<file path="src/rtl/wrsi_pkg.sv">
// ----------------------------------------------------------------------------
// wrsi_pkg: shared types and constants of the windowed relative strength index
// Holds the state machine encodings, update kinds and fixed field widths.
// ----------------------------------------------------------------------------
package wrsi_pkg;

    localparam int SERIAL_W    = 32;
    localparam int INDEX_W     = 14;
    localparam int CFG_W       = 7;
    localparam int DIGIT_COUNT = 4;

    localparam logic [CFG_W-1:0] CFG_RESET = 7'd14;

    // Main sequencer of the top level.
    typedef enum logic [2:0] {
        ST_IDLE,
        ST_READ,
        ST_REMOVE,
        ST_ADD,
        ST_TOTAL,
        ST_START,
        ST_DIVIDE,
        ST_OUTPUT
    } t_state;

    // Sequencer of the decimal divider.
    typedef enum logic [1:0] {
        DV_IDLE,
        DV_SCALE,
        DV_STEP,
        DV_DONE
    } t_div_state;

    // How a bar update relates to the bars already held.
    typedef enum logic [1:0] {
        KIND_SAME,
        KIND_APPEND,
        KIND_RESTART
    } t_kind;

endpackage

</file>
<file path="src/rtl/wrsi_divider.sv">
// ----------------------------------------------------------------------------
// wrsi_divider: decimal long divider for the scaled ratio
// Produces floor(up * 10000 / total) one decimal digit at a time, each digit
// found by four restoring compare-and-subtract steps.
// ----------------------------------------------------------------------------
module wrsi_divider
    import wrsi_pkg::*;
#(
    parameter int SUM_W = 38
) (
    input  logic               i_clk,
    input  logic               i_rst_n,
    input  logic               i_start,
    input  logic [SUM_W-1:0]   i_up,
    input  logic [SUM_W-1:0]   i_total,
    output logic               o_done,
    output logic [INDEX_W-1:0] o_quotient
);

    // The remainder is scaled by ten before each digit, so it needs four
    // more bits than the denominator.
    localparam int REM_W = SUM_W + 4;

    t_div_state         r_state;
    t_div_state         n_state;
    logic [REM_W-1:0]   r_rem;
    logic [SUM_W-1:0]   r_den;
    logic [INDEX_W-1:0] r_quot;
    logic [3:0]         r_digit;
    logic [1:0]         r_bit;
    logic [1:0]         r_count;

    logic               w_load;
    logic               w_scale;
    logic               w_step;
    logic [REM_W-1:0]   w_den_shift;
    logic               w_ge;
    logic [3:0]         w_digit_now;
    logic               w_last_bit;
    logic               w_last_digit;

    assign w_den_shift  = REM_W'(r_den) << r_bit;
    assign w_ge         = r_rem >= w_den_shift;
    assign w_digit_now  = r_digit | (w_ge ? (4'b0001 << r_bit) : 4'b0000);
    assign w_last_bit   = r_bit == 2'd0;
    assign w_last_digit = r_count == 2'(DIGIT_COUNT - 1);

    always_comb begin
        n_state = r_state;
        unique case (r_state)
            DV_IDLE: begin
                if (i_start) begin
                    n_state = DV_SCALE;
                end
            end
            DV_SCALE: begin
                n_state = DV_STEP;
            end
            DV_STEP: begin
                if (w_last_bit) begin
                    n_state = w_last_digit ? DV_DONE : DV_SCALE;
                end
            end
            DV_DONE: begin
                n_state = DV_IDLE;
            end
            default: begin
                n_state = DV_IDLE;
            end
        endcase
    end

    always_comb begin
        w_load  = 1'b0;
        w_scale = 1'b0;
        w_step  = 1'b0;
        o_done  = 1'b0;
        unique case (r_state)
            DV_IDLE:  w_load  = i_start;
            DV_SCALE: w_scale = 1'b1;
            DV_STEP:  w_step  = 1'b1;
            DV_DONE:  o_done  = 1'b1;
            default:  o_done  = 1'b0;
        endcase
    end

    always_ff @(posedge i_clk) begin
        if (!i_rst_n) begin
            r_state <= DV_IDLE;
        end else begin
            r_state <= n_state;
        end
    end

    always_ff @(posedge i_clk) begin
        if (w_load) begin
            r_rem   <= REM_W'(i_up);
            r_den   <= i_total;
            r_quot  <= '0;
            r_count <= '0;
        end
        if (w_scale) begin
            // Times ten as eight plus two.
            r_rem   <= (r_rem << 3) + (r_rem << 1);
            r_bit   <= 2'd3;
            r_digit <= '0;
        end
        if (w_step) begin
            if (w_ge) begin
                r_rem <= r_rem - w_den_shift;
            end
            r_digit <= w_digit_now;
            r_bit   <= r_bit - 2'd1;
            if (w_last_bit) begin
                r_quot  <= (r_quot << 3) + (r_quot << 1) + INDEX_W'(w_digit_now);
                r_count <= r_count + 2'd1;
            end
        end
    end

    assign o_quotient = r_quot;

endmodule

</file>
<file path="src/rtl/windowed_relative_strength_index.sv">
// ----------------------------------------------------------------------------
// windowed_relative_strength_index: windowed relative strength index
// An update made while a full window is held goes through the ring
// read-modify-write, the sum total and the decimal divider (skipped when
// both sums are zero) before its result is shown; an update without a
// result frees the input after the ring read-modify-write.
// Reset: synchronous, active low; clears sums and bar count, window length 14.
// ----------------------------------------------------------------------------
// The block keeps the close-minus-open differences of the last bars in a
// ring memory together with two running sums, one of up moves and one of
// down moves. Each update runs through a short sequence: the affected ring
// entry is read, the difference it held is taken out of its sum when it is
// replaced (a restart clears both sums) while the new difference is written
// in its place and then added. When a full window is held, the ratio of the
// up sum to the total is scaled to hundredths of a percent by a decimal long
// divider and the result goes to an output register, which lets the next
// update be taken while the previous result still waits on the consumer.
//
// Only one update is in flight at a time, so the ring write of one update
// always lands before the read of the next and no forwarding is needed.
// A ring entry's value is used only after the entry has been written, so the
// ring has no clearing pass and is usable right after reset.
// ----------------------------------------------------------------------------
module windowed_relative_strength_index
    import wrsi_pkg::*;
#(
    parameter int WINDOW_MAX = 64,
    parameter int PRICE_BITS = 32
) (
    input  logic                  i_clk,
    input  logic                  i_rst_n,
    // Configuration: window length, written while the block is idle; the block itself does not enforce this.
    input  logic                  i_cfg_we,
    input  logic [CFG_W-1:0]      i_cfg_wdata,
    // Bar update channel.
    input  logic                  i_in_valid,
    output logic                  o_in_ready,
    input  logic [SERIAL_W-1:0]   i_bar_serial,
    input  logic [PRICE_BITS-1:0] i_open_price,
    input  logic [PRICE_BITS-1:0] i_close_price,
    // Result channel.
    output logic                  o_out_valid,
    input  logic                  i_out_ready,
    output logic [SERIAL_W-1:0]   o_result_serial,
    output logic [INDEX_W-1:0]    o_index_hundredths
);

    localparam int SLOT_W = (WINDOW_MAX > 1) ? $clog2(WINDOW_MAX) : 1;
    localparam int LEN_W  = $clog2(WINDOW_MAX + 1);
    localparam int CMP_W  = SLOT_W + 1;
    localparam int DIFF_W = PRICE_BITS + 1;
    // A full window of differences of one sign fits in this width.
    localparam int SUM_W  = PRICE_BITS + SLOT_W;

    // ------------------------------------------------------------------
    // State
    // ------------------------------------------------------------------
    t_state              r_state;
    t_state              n_state;
    logic [CFG_W-1:0]    r_cfg;
    logic [LEN_W-1:0]    r_bars;
    logic [SLOT_W-1:0]   r_newest_slot;
    logic [SERIAL_W-1:0] r_newest_serial;
    logic [SUM_W-1:0]    r_up;
    logic [SUM_W-1:0]    r_down;

    // Update in flight.
    logic [SERIAL_W-1:0] r_serial;
    logic [DIFF_W-1:0]   r_diff;
    t_kind               r_kind;
    logic [SLOT_W-1:0]   r_slot;
    logic                r_drop;
    logic [SUM_W-1:0]    r_total;
    logic [INDEX_W-1:0]  r_index;

    // Difference ring and its registered read data.
    logic [DIFF_W-1:0]   r_ring [WINDOW_MAX];
    logic [DIFF_W-1:0]   r_rd_data;

    // Output register.
    logic                r_out_valid;
    logic [SERIAL_W-1:0] r_out_serial;
    logic [INDEX_W-1:0]  r_out_index;

    // ------------------------------------------------------------------
    // Combinational helpers
    // ------------------------------------------------------------------
    logic [LEN_W-1:0]    w_len;
    logic                w_held;
    logic                w_same;
    logic                w_next;
    logic [CMP_W-1:0]    w_slot_inc;
    logic [SLOT_W-1:0]   w_slot_next;
    t_kind               w_kind;
    logic [SLOT_W-1:0]   w_slot;
    logic [DIFF_W-1:0]   w_diff;

    logic                w_rem_neg;
    logic [DIFF_W-1:0]   w_rem_mag;
    logic [SUM_W-1:0]    w_rem_sum;
    logic                w_add_neg;
    logic [DIFF_W-1:0]   w_add_mag;
    logic [SUM_W-1:0]    w_add_sum;
    logic                w_do_remove;
    logic                w_full;
    logic                w_total_zero;

    logic                w_accept;
    logic                w_mem_re;
    logic                w_update;
    logic                w_add;
    logic                w_sum_total;
    logic                w_div_start;
    logic                w_zero_load;
    logic                w_div_take;
    logic                w_out_free;
    logic                w_out_load;

    logic                w_div_done;
    logic [INDEX_W-1:0]  w_div_quot;

    // A length of zero acts as one, and a length beyond the ring acts as the
    // ring's depth.
    always_comb begin
        if (r_cfg == '0) begin
            w_len = LEN_W'(1);
        end else if (int'(r_cfg) > WINDOW_MAX) begin
            w_len = LEN_W'(WINDOW_MAX);
        end else begin
            w_len = LEN_W'(r_cfg);
        end
    end

    // Classify the update against the newest bar held.
    assign w_held      = r_bars != '0;
    assign w_same      = w_held && (i_bar_serial == r_newest_serial);
    assign w_next      = w_held && (i_bar_serial == r_newest_serial + SERIAL_W'(1));
    assign w_slot_inc  = CMP_W'(r_newest_slot) + CMP_W'(1);
    assign w_slot_next = (w_slot_inc >= CMP_W'(w_len)) ? '0 : w_slot_inc[SLOT_W-1:0];
    assign w_diff      = DIFF_W'(i_close_price) - DIFF_W'(i_open_price);

    always_comb begin
        priority if (w_same) begin
            w_kind = KIND_SAME;
            w_slot = r_newest_slot;
        end else if (w_next) begin
            w_kind = KIND_APPEND;
            w_slot = w_slot_next;
        end else begin
            w_kind = KIND_RESTART;
            w_slot = '0;
        end
    end

    // Magnitudes of the difference leaving and the one entering the sums.
    // A difference of zero counts as an up move.
    assign w_rem_neg   = r_rd_data[DIFF_W-1];
    assign w_rem_mag   = w_rem_neg ? (DIFF_W'(0) - r_rd_data) : r_rd_data;
    assign w_rem_sum   = SUM_W'(w_rem_mag[PRICE_BITS-1:0]);
    assign w_add_neg   = r_diff[DIFF_W-1];
    assign w_add_mag   = w_add_neg ? (DIFF_W'(0) - r_diff) : r_diff;
    assign w_add_sum   = SUM_W'(w_add_mag[PRICE_BITS-1:0]);

    assign w_do_remove  = (r_kind == KIND_SAME) || ((r_kind == KIND_APPEND) && r_drop);
    assign w_full       = r_bars >= w_len;
    assign w_total_zero = r_total == '0;
    assign w_out_free   = !r_out_valid || i_out_ready;

    // ------------------------------------------------------------------
    // Sequencer: next state
    // ------------------------------------------------------------------
    always_comb begin
        n_state = r_state;
        unique case (r_state)
            ST_IDLE: begin
                if (i_in_valid) begin
                    n_state = ST_READ;
                end
            end
            ST_READ: begin
                n_state = ST_REMOVE;
            end
            ST_REMOVE: begin
                n_state = ST_ADD;
            end
            ST_ADD: begin
                // The bar count has already been updated, so a window that
                // is still filling ends the update here without a result.
                n_state = w_full ? ST_TOTAL : ST_IDLE;
            end
            ST_TOTAL: begin
                n_state = ST_START;
            end
            ST_START: begin
                n_state = w_total_zero ? ST_OUTPUT : ST_DIVIDE;
            end
            ST_DIVIDE: begin
                if (w_div_done) begin
                    n_state = ST_OUTPUT;
                end
            end
            ST_OUTPUT: begin
                if (w_out_free) begin
                    n_state = ST_IDLE;
                end
            end
            default: begin
                n_state = ST_IDLE;
            end
        endcase
    end

    // ------------------------------------------------------------------
    // Sequencer: outputs
    // ------------------------------------------------------------------
    always_comb begin
        o_in_ready  = 1'b0;
        w_accept    = 1'b0;
        w_mem_re    = 1'b0;
        w_update    = 1'b0;
        w_add       = 1'b0;
        w_sum_total = 1'b0;
        w_div_start = 1'b0;
        w_zero_load = 1'b0;
        w_div_take  = 1'b0;
        w_out_load  = 1'b0;
        unique case (r_state)
            ST_IDLE: begin
                o_in_ready = 1'b1;
                w_accept   = i_in_valid;
            end
            ST_READ: begin
                w_mem_re = 1'b1;
            end
            ST_REMOVE: begin
                w_update = 1'b1;
            end
            ST_ADD: begin
                w_add = 1'b1;
            end
            ST_TOTAL: begin
                w_sum_total = 1'b1;
            end
            ST_START: begin
                w_div_start = !w_total_zero;
                w_zero_load = w_total_zero;
            end
            ST_DIVIDE: begin
                w_div_take = w_div_done;
            end
            ST_OUTPUT: begin
                w_out_load = w_out_free;
            end
            default: begin
                o_in_ready = 1'b0;
            end
        endcase
    end

    // ------------------------------------------------------------------
    // Control registers
    // ------------------------------------------------------------------
    always_ff @(posedge i_clk) begin
        if (!i_rst_n) begin
            r_state         <= ST_IDLE;
            r_cfg           <= CFG_RESET;
            r_bars          <= '0;
            r_newest_slot   <= '0;
            r_newest_serial <= '0;
            r_up            <= '0;
            r_down          <= '0;
            r_out_valid     <= 1'b0;
        end else begin
            r_state <= n_state;

            if (w_accept) begin
                r_newest_serial <= i_bar_serial;
            end

            if (i_cfg_we) begin
                // A new window length restarts the window.
                r_cfg         <= i_cfg_wdata;
                r_bars        <= '0;
                r_newest_slot <= '0;
                r_up          <= '0;
                r_down        <= '0;
            end else if (w_update) begin
                r_newest_slot <= r_slot;
                unique case (r_kind)
                    KIND_SAME: begin
                        r_bars <= r_bars;
                    end
                    KIND_APPEND: begin
                        r_bars <= r_drop ? w_len : r_bars + LEN_W'(1);
                    end
                    KIND_RESTART: begin
                        r_bars <= LEN_W'(1);
                    end
                    default: begin
                        r_bars <= r_bars;
                    end
                endcase
                if (r_kind == KIND_RESTART) begin
                    r_up   <= '0;
                    r_down <= '0;
                end else if (w_do_remove) begin
                    if (w_rem_neg) begin
                        r_down <= r_down - w_rem_sum;
                    end else begin
                        r_up <= r_up - w_rem_sum;
                    end
                end
            end else if (w_add) begin
                if (w_add_neg) begin
                    r_down <= r_down + w_add_sum;
                end else begin
                    r_up <= r_up + w_add_sum;
                end
            end

            if (w_out_load) begin
                r_out_valid <= 1'b1;
            end else if (i_out_ready) begin
                r_out_valid <= 1'b0;
            end
        end
    end

    // ------------------------------------------------------------------
    // Payload registers
    // ------------------------------------------------------------------
    always_ff @(posedge i_clk) begin
        if (w_accept) begin
            r_serial <= i_bar_serial;
            r_diff   <= w_diff;
            r_kind   <= w_kind;
            r_slot   <= w_slot;
            r_drop   <= w_full;
        end
        if (w_sum_total) begin
            r_total <= r_up + r_down;
        end
        if (w_zero_load) begin
            r_index <= '0;
        end else if (w_div_take) begin
            r_index <= w_div_quot;
        end
        if (w_out_load) begin
            r_out_serial <= r_serial;
            r_out_index  <= r_index;
        end
    end

    // ------------------------------------------------------------------
    // Difference ring: one read port and one write port, read registered.
    // ------------------------------------------------------------------
    always_ff @(posedge i_clk) begin
        if (w_update) begin
            r_ring[r_slot] <= r_diff;
        end
        if (w_mem_re) begin
            r_rd_data <= r_ring[r_slot];
        end
    end

    // ------------------------------------------------------------------
    // Ratio divider
    // ------------------------------------------------------------------
    wrsi_divider #(
        .SUM_W (SUM_W)
    ) u_divider (
        .i_clk      (i_clk),
        .i_rst_n    (i_rst_n),
        .i_start    (w_div_start),
        .i_up       (r_up),
        .i_total    (r_total),
        .o_done     (w_div_done),
        .o_quotient (w_div_quot)
    );

    assign o_out_valid        = r_out_valid;
    assign o_result_serial    = r_out_serial;
    assign o_index_hundredths = r_out_index;

endmodule
</file>
<file path="config.mk">
export PLATFORM = sky130hd
export DESIGN_NAME = windowed_relative_strength_index
export DESIGN_NICKNAME = d
export VERILOG_FILES = /design/src/rtl/wrsi_pkg.sv /design/src/rtl/wrsi_divider.sv /design/src/rtl/windowed_relative_strength_index.sv
export SDC_FILE = /design/constraint.sdc
export NUM_CORES = 2
export LEC_CHECK = 0
export BUFFER_PORTS_ARGS = -buffer_cell sky130_fd_sc_hd__buf_4
export CORE_MARGIN = 2
export CORE_UTILIZATION = 37
export DETAILED_ROUTE_END_ITERATION = 10
export GPL_TIMING_DRIVEN = 1
export SLEW_MARGIN = 20
export SYNTH_ARGS = -nofsm -noshare
export SYNTH_HDL_FRONTEND = slang
export SYNTH_HIERARCHICAL = 1
export SYNTH_SLANG_ARGS = --single-unit
</file>
<file path="constraint.sdc">
create_clock -name i_clk -period 6.15 [get_ports i_clk]
set_input_delay 0 -clock i_clk [delete_from_list [all_inputs] [get_ports i_clk]]
set_output_delay 0 -clock i_clk [all_outputs]
set_load 0.05 [all_outputs]
</file>
=== Word-level counts from Yosys, hierarchy flattened ===
Memory sizes are Yosys's and may differ from the RTL's. A register that Yosys moved wholly into a read port is not among the register bits.
Index checks and enable logic that the tools add are counted.

* Register bits after elaboration: 408
* RAM bits: 2112
* Input bits: 108
* Output and inout bits: 48
* Word-level logic and storage cells: 164
* Memories: 1

{| class="wikitable"
|+ Memory list
! name !! words !! bits a word !! read ports !! clocked after Yosys merged registers in !! wr ports !! RTL line !! text
|-
| r_ring || 64 || 33 || 1 || 1 || 1 || windowed_relative_strength_index.sv:77 || <nowiki>logic [DIFF_W-1:0] r_ring [WINDOW_MAX];</nowiki>
|}

* $add $sub $neg: 17
* $lt $le $gt $ge: 4
* Eq/ne operators: 24
* Shift operators: 2
* Muxes and demuxes: 65
* Bitwise logic cells: 2
* Reductions and logical operators: 25

{| class="wikitable"
|+ Operators by type and width
! kind !! number
|-
| two-way mux 38 bit || 12
|-
| two-way mux 42 bit || 4
|-
| adder 38 x 32 -> 38 bit || 2
|-
| subtractor 38 x 32 -> 38 bit || 2
|-
| equality test 32 bit || 2
|-
| two-way mux 32 bit || 2
|-
| subtractor 1 x 32 -> 32 bit, first input constant || 2
|-
| adder 42 bit || 1
|-
| >= comparator 42 bit || 1
|-
| two-way mux 14 bit || 3
|-
| << shifter 38 x 2 -> 42 bit || 1
|-
| subtractor 42 bit || 1
|-
| adder 38 bit || 1
|-
| logical NOT 38 bit || 1
|-
| subtractor 32 x 32 -> 33 bit || 1
|-
| adder 32 x 1 -> 32 bit, second input constant || 1
|-
| case mux 3 bit (8 select lines) || 1
|-
| two-way mux 7 bit || 3
|-
| two-way mux 1 bit || 19
|-
| two-way mux 2 bit || 9
|-
| two-way mux 6 bit || 3
|-
| adder 14 bit || 1
|-
| adder 14 x 4 -> 14 bit || 1
|-
| >= comparator 7 bit || 2
|-
| other kinds (32) || 63
|}

=== Longest topological paths before layout ===
* Depth in word-level cells: 8
* Depth in mapped cells: 28
* Gate-level depth less buffers: 26

=== Modules after synthesis ===
Netlist, hierarchy kept.

{| class="wikitable"
|+ Modules (own cells, without submodules)
! module !! instances !! cells an instance !! area an instance (um^2) !! seq. area each (um^2)
|-
| windowed_relative_strength_index || 1 || 6858 || 101340.9 || 72079.1
|-
| wrsi_divider || 1 || 1218 || 10182.3 || 2522.4
|}

=== Worst setup path before layout ===
Ideal clock, no wire load.

* Kind: register to register
* From: register u_divider.r_bit[1]
* To: register u_divider.r_quot[13] (netlist: u_divider/o_quotient[13])
* Setup time: 127 ps
* Data arrival time: 5757 ps
* Required time: 6023 ps
* Path slack: 266 ps
* Cell stages (with the launch flop): 28
* Path buffers: 3
* Period minus slack after synthesis: 5884 ps
* Cells stage by stage: edfxtp_1 > clkbuf_1 > buf_1 > clkbuf_1 > inv_1 > and3_1 > ha_1 > fa_1 > nand2b_1 > a211oi_1 > o21ai_0 > o211ai_2 > a221oi_1 > o21ai_2 > a21oi_1 > fa_1 > inv_1 > ha_1 > a21o_1 > a21o_1 > nand2_1 > nand2_1 > a21o_1 > a21oi_1 > o21ai_0 > o41ai_1 > xnor2_1 > o21ai_0

* Cells in the longest elaborated chain, start to end: 7
* Elaborated cells between the ends (all ways): 9
* Classes of those cells: 1 x add/sub; 1 x order compare; 2 x shift; 3 x mux; 1 x bitwise; 1 x reduce/logical

{| class="wikitable"
|+ Ends and longest elaborated chain
! what !! RTL line !! text
|-
| from (decl) || wrsi_divider.sv:30 || <nowiki>logic [1:0] r_bit;</nowiki>
|-
| from (signal assigned) || wrsi_divider.sv:113 || <nowiki>r_bit <= r_bit - 2'd1;</nowiki>
|-
| << shifter 38 x 2 -> 42 bit || wrsi_divider.sv:42 || <nowiki>assign w_den_shift = REM_W'(r_den) << r_bit;</nowiki>
|-
| >= comparator 42 bit || wrsi_divider.sv:43 || <nowiki>assign w_ge = r_rem >= w_den_shift;</nowiki>
|-
| two-way mux 4 bit || wrsi_divider.sv:44 || <nowiki>assign w_digit_now = r_digit | (w_ge ? (4'b0001 << r_bit) : 4'b0000);</nowiki>
|-
| bitwise OR 4 bit || wrsi_divider.sv:44 ||
|-
| adder 14 x 4 -> 14 bit || wrsi_divider.sv:115 || <nowiki>r_quot <= (r_quot << 3) + (r_quot << 1) + INDEX_W'(w_digit_now);</nowiki>
|-
| two-way mux 14 bit (*) || wrsi_divider.sv:114 || <nowiki>if (w_last_bit) begin</nowiki>
|-
| two-way mux 14 bit (*) || wrsi_divider.sv:108 || <nowiki>if (w_step) begin</nowiki>
|-
| to (signal assigned) || wrsi_divider.sv:115 ||
|-
| to (decl) || wrsi_divider.sv:28 || <nowiki>logic [INDEX_W-1:0] r_quot;</nowiki>
|}

Every way passes the cells marked *; elsewhere a longest branch is shown, timed or not.
A chain may end at the register's enable or synchronous reset.

=== Worst setup path in the final report ===
* From: register r_diff[7]
* To: register r_up[32]

* Cells in the longest elaborated chain, start to end: 6

{| class="wikitable"
|+ Ends and longest elaborated chain
! what !! RTL line !! text
|-
| from (decl) || windowed_relative_strength_index.sv:69 || <nowiki>logic [DIFF_W-1:0] r_diff;</nowiki>
|-
| from (signal assigned) || windowed_relative_strength_index.sv:335 || <nowiki>r_diff <= w_diff;</nowiki>
|-
| subtractor 1 x 32 -> 32 bit || windowed_relative_strength_index.sv:161 || <nowiki>assign w_add_mag = w_add_neg ? (DIFF_W'(0) - r_diff) : r_diff;</nowiki>
|-
| two-way mux 32 bit (*) || windowed_relative_strength_index.sv:161 ||
|-
| adder 38 x 32 -> 38 bit (*) || windowed_relative_strength_index.sv:317 || <nowiki>r_up <= r_up + w_add_sum;</nowiki>
|-
| two-way mux 38 bit (*) || windowed_relative_strength_index.sv:314 || <nowiki>if (w_add_neg) begin</nowiki>
|-
| two-way mux 38 bit (*) || windowed_relative_strength_index.sv:313 || <nowiki>end else if (w_add) begin</nowiki>
|-
| two-way mux 38 bit (*) || windowed_relative_strength_index.sv:287 || <nowiki>end else if (w_update) begin</nowiki>
|-
| to (signal assigned) || windowed_relative_strength_index.sv:310 || <nowiki>r_up <= r_up - w_rem_sum;</nowiki>
|-
| to (signal assigned) || windowed_relative_strength_index.sv:317 ||
|-
| to (decl) || windowed_relative_strength_index.sv:64 || <nowiki>logic [SUM_W-1:0] r_up;</nowiki>
|}

Every way passes the cells marked *; elsewhere a longest branch is shown, timed or not. The select of a mux whose other input is x is not followed.

==> results.toml <==
[power_and_ir_drop]
p_per_area_nw_per_um2 = 335
power_uw = 43200
p_leak_uw = 0.0430
peakVddDrop_mv = 0.229

[synthesis]
synth-compound-area-share_pct = 16.5
synth_area_um2 = 112000
synthArstFlopShare_pct = 0
synthFlopType = "edfxtp_1"
avgSynthCellArea_um2 = 13.8
synth_top_family_by_area = "compound AO/OA/AOI/OAI gates"
yosysWarnings = 6
syn_nets = 8487
ys_ff_latch = 2553
synth-adder-area-share_pct = 3.77
yosysSeqAreaShare_pct = 66.9
yosys.area_share.simple_pct = 6.60
yosys-mux-area-fraction_pct = 0.948
synth_xor_area_share_pct = 3.03
synth-edff-count = 2347
synthCells = 8076
synth.distinct_cells = 119

[cts]
clk_pin_slew_ns = 0.06
clk_latency_ns = 0.88
cts_max_level = 5
cts_made_buffers = 270
root_buffer = "clkbuf_16"
cts_buffer_depth = 4
cts_tree = "built"
cts.sinks = 2553
post_cts_buffers = 0

[timing]
hold_viol = 0
rsz0062_at_grt = "no"
worst_pin_slew_ns = 1.25
fin_skew_ns = 0.0762
finalCritPeriodShare_pct = 95.0
fmax_ghz = 0.171
finalSetupViolCount = 0
min_period_ns = 5.84
fin_tns_setup_ns = 0
slew_headroom_pct = 16.6
drv_slew = 0

[global_route]
antenna_found_initial = 18
grt.overflow.total = 0
track_usage_pct = 23.1
grt_pass1_vias = 73600
use_met1_pct = 31.3
grt_max_degree = 97
grt_pass1_wl_um = 524000
grt.busiest_layer = "met2"
use_met3_pct = 4.63
grtUsageMet2_pct = 37.4

[job]
drv_cap = 0

[routing]
via_count = 76600
drc = 0
ant_nets = 0
drt_iter0_drc = 10200
finalWirelength_um = 367000
wl_per_cell_um = 29.0
vias_per_cell = 6.05
first_pass_iters = 6

[final_layout]
mostFrequentLayoutCells = "2347 x edfxtp_1, 661 x a22oi_1, 474 x nand2_1, 428 x a21oi_1, 412 x buf_4"
fin_nets = 8912
area_growth_pct = 15.7
final_common_cell = "edfxtp_1"
layout-drive-gt1-share_pct = 11.9
fin_util_pct = 43.1

[run_status]
status = "complete, no violations"

[place]
numPortBuffers = 155
gp_congestion = 0.896
hpwlAfterDp_um = 229000

[critical_path]
cp.arrival_ns = 6.58
start_kind = "flip-flop"
crit_required_ns = 6.88
crit_path_max_fanout = 5
end_kind = "flip-flop"
critPathKind = "flip-flop to flip-flop"

[floorplanning]
dieArea_um2 = 306000
fp.dieW_um = 553
start_util_pct = 37.2
die_h_um = 553
ioPinCount = 156
fp.coreArea_um2 = 300000
num_rows = 201

[min_path]
hp-class = "input port to flip-flop"
[layer usage]
metal  vias up  share of wire (%)
li1      33100                  -
met1     38600                 40
met2      4173                 47
met3       626                 10
met4        14                3.3
met5         -              0.026
[logic make-up after synthesis]
logic type,count (synthesis)
AOI/OAI and AO/OA,2590
DFF,2553
and+or+nand+nor,1517
buffers and inverters,633
xor gates and xnor gates,380
adders and majority gates,336
muxes,67
[timing repair]
item | 4_1_cts | 5_1_grt
hold buffers | 163 | 0
resized for setup | 0 | 1
setup endpoints to repair | 0 | 2
endpoints found under the hold margin | 153 | 0
[worst paths after layout]
| kind | startpoint | end | slack (ns) | depth (start not counted) |
|---|---|---|---|---|
| min reg2reg | r_serial[14]$_DFFE_PP_ | o_result_serial[14]$_DFFE_PP_ | 0.41 | 0 |
| max | r_diff[7]$_DFFE_PP_ | r_up[32]$_SDFFE_PP0P_ | 0.31 | 18 |
| max reg2reg | r_diff[7]$_DFFE_PP_ | r_up[32]$_SDFFE_PP0P_ | 0.31 | 18 |
| min | i_open_price[17] | r_diff[17]$_DFFE_PP_ | 0.03 | 4 |
[where the power goes]
group / switching (uW) / internal (uW)
clock network: 6840 / 8970
registers: 454 / 19600
logic: 4790 / 2580
[worst max-delay path: stages, from the launching register on]
cell,delay [ns]
edfxtp_1,0.38
or4_1,0.57
or2_2,0.32
or3_1,0.46
or3_1,0.47
or3_1,0.49
o31ai_1,0.31
xnor2_1,0.21
ha_1,0.29
a21o_1,0.17
a21o_1,0.18
a21o_1,0.18
a21o_1,0.18
a21o_1,0.19
a21o_1,0.18
a221o_1,0.38
and2_1,0.22
o41a_1,0.38
a31oi_1,0.17
[cell usage after synthesis, drive strengths merged (38+ instances only)]
cell    number  area share, %
a211oi      53           0.39
a21boi      46           0.31
a21o       123           0.83
a21oi      430            1.9
a221oi     237            1.9
a22o       209            1.6
a22oi      661            4.4
a31oi      259            1.5
buf        116           0.46
clkbuf     334            1.1
dfxtp      206            3.7
edfxtp    2347             63
ha         293            3.3
inv        181           0.61
nand2      475            1.6
nand2b      56           0.32
nand3      128           0.58
nand4      106           0.59
nor2       352            1.2
nor2b       53           0.30
nor3        75           0.35
nor4        71           0.42
o21a        38           0.26
o21ai      266            1.2
xnor2      243            1.9
xor2       136            1.1
[metrics by stage]
stage / setup slack [ns] / instance area (um2) / instances / hold slack, ns
3_3_place_gp: 0.443 / 119000 / 12000 / 0.216
4_1_cts: 0.361 / 129000 / 12700 / 0.000311
5_1_grt: 0.0187 / 129000 / 12700 / 0.0376
2_1_floorplan: 0.266 / 112000 / 8076 / 0.0989
3_5_place_dp: 0.435 / 119000 / 12000 / 0.219
6_report: 0.306 / 129000 / 12700 / 0.0327
[registers in the layout (all words and copies together), names as in the netlist, 33 cells and up]
signal / count
r_ring: 2112
u_divider/r_rem: 42
r_down: 38
r_total: 38
r_up: 38
u_divider/r_den: 38
r_diff: 33
r_rd_data: 33
[final cells by class]
class	instances	area (um2)
well taps	3958	4950
clock inverters	129	1270
diodes	7	17.5
repair buffers	604	5320
multi-input cells	4890	35100
inverters	182	686
fillers	26600	171000
flip-flops and latches	2553	74600
clock buffers	337	7080
Note: power is estimated with default switching activity, not from simulation.
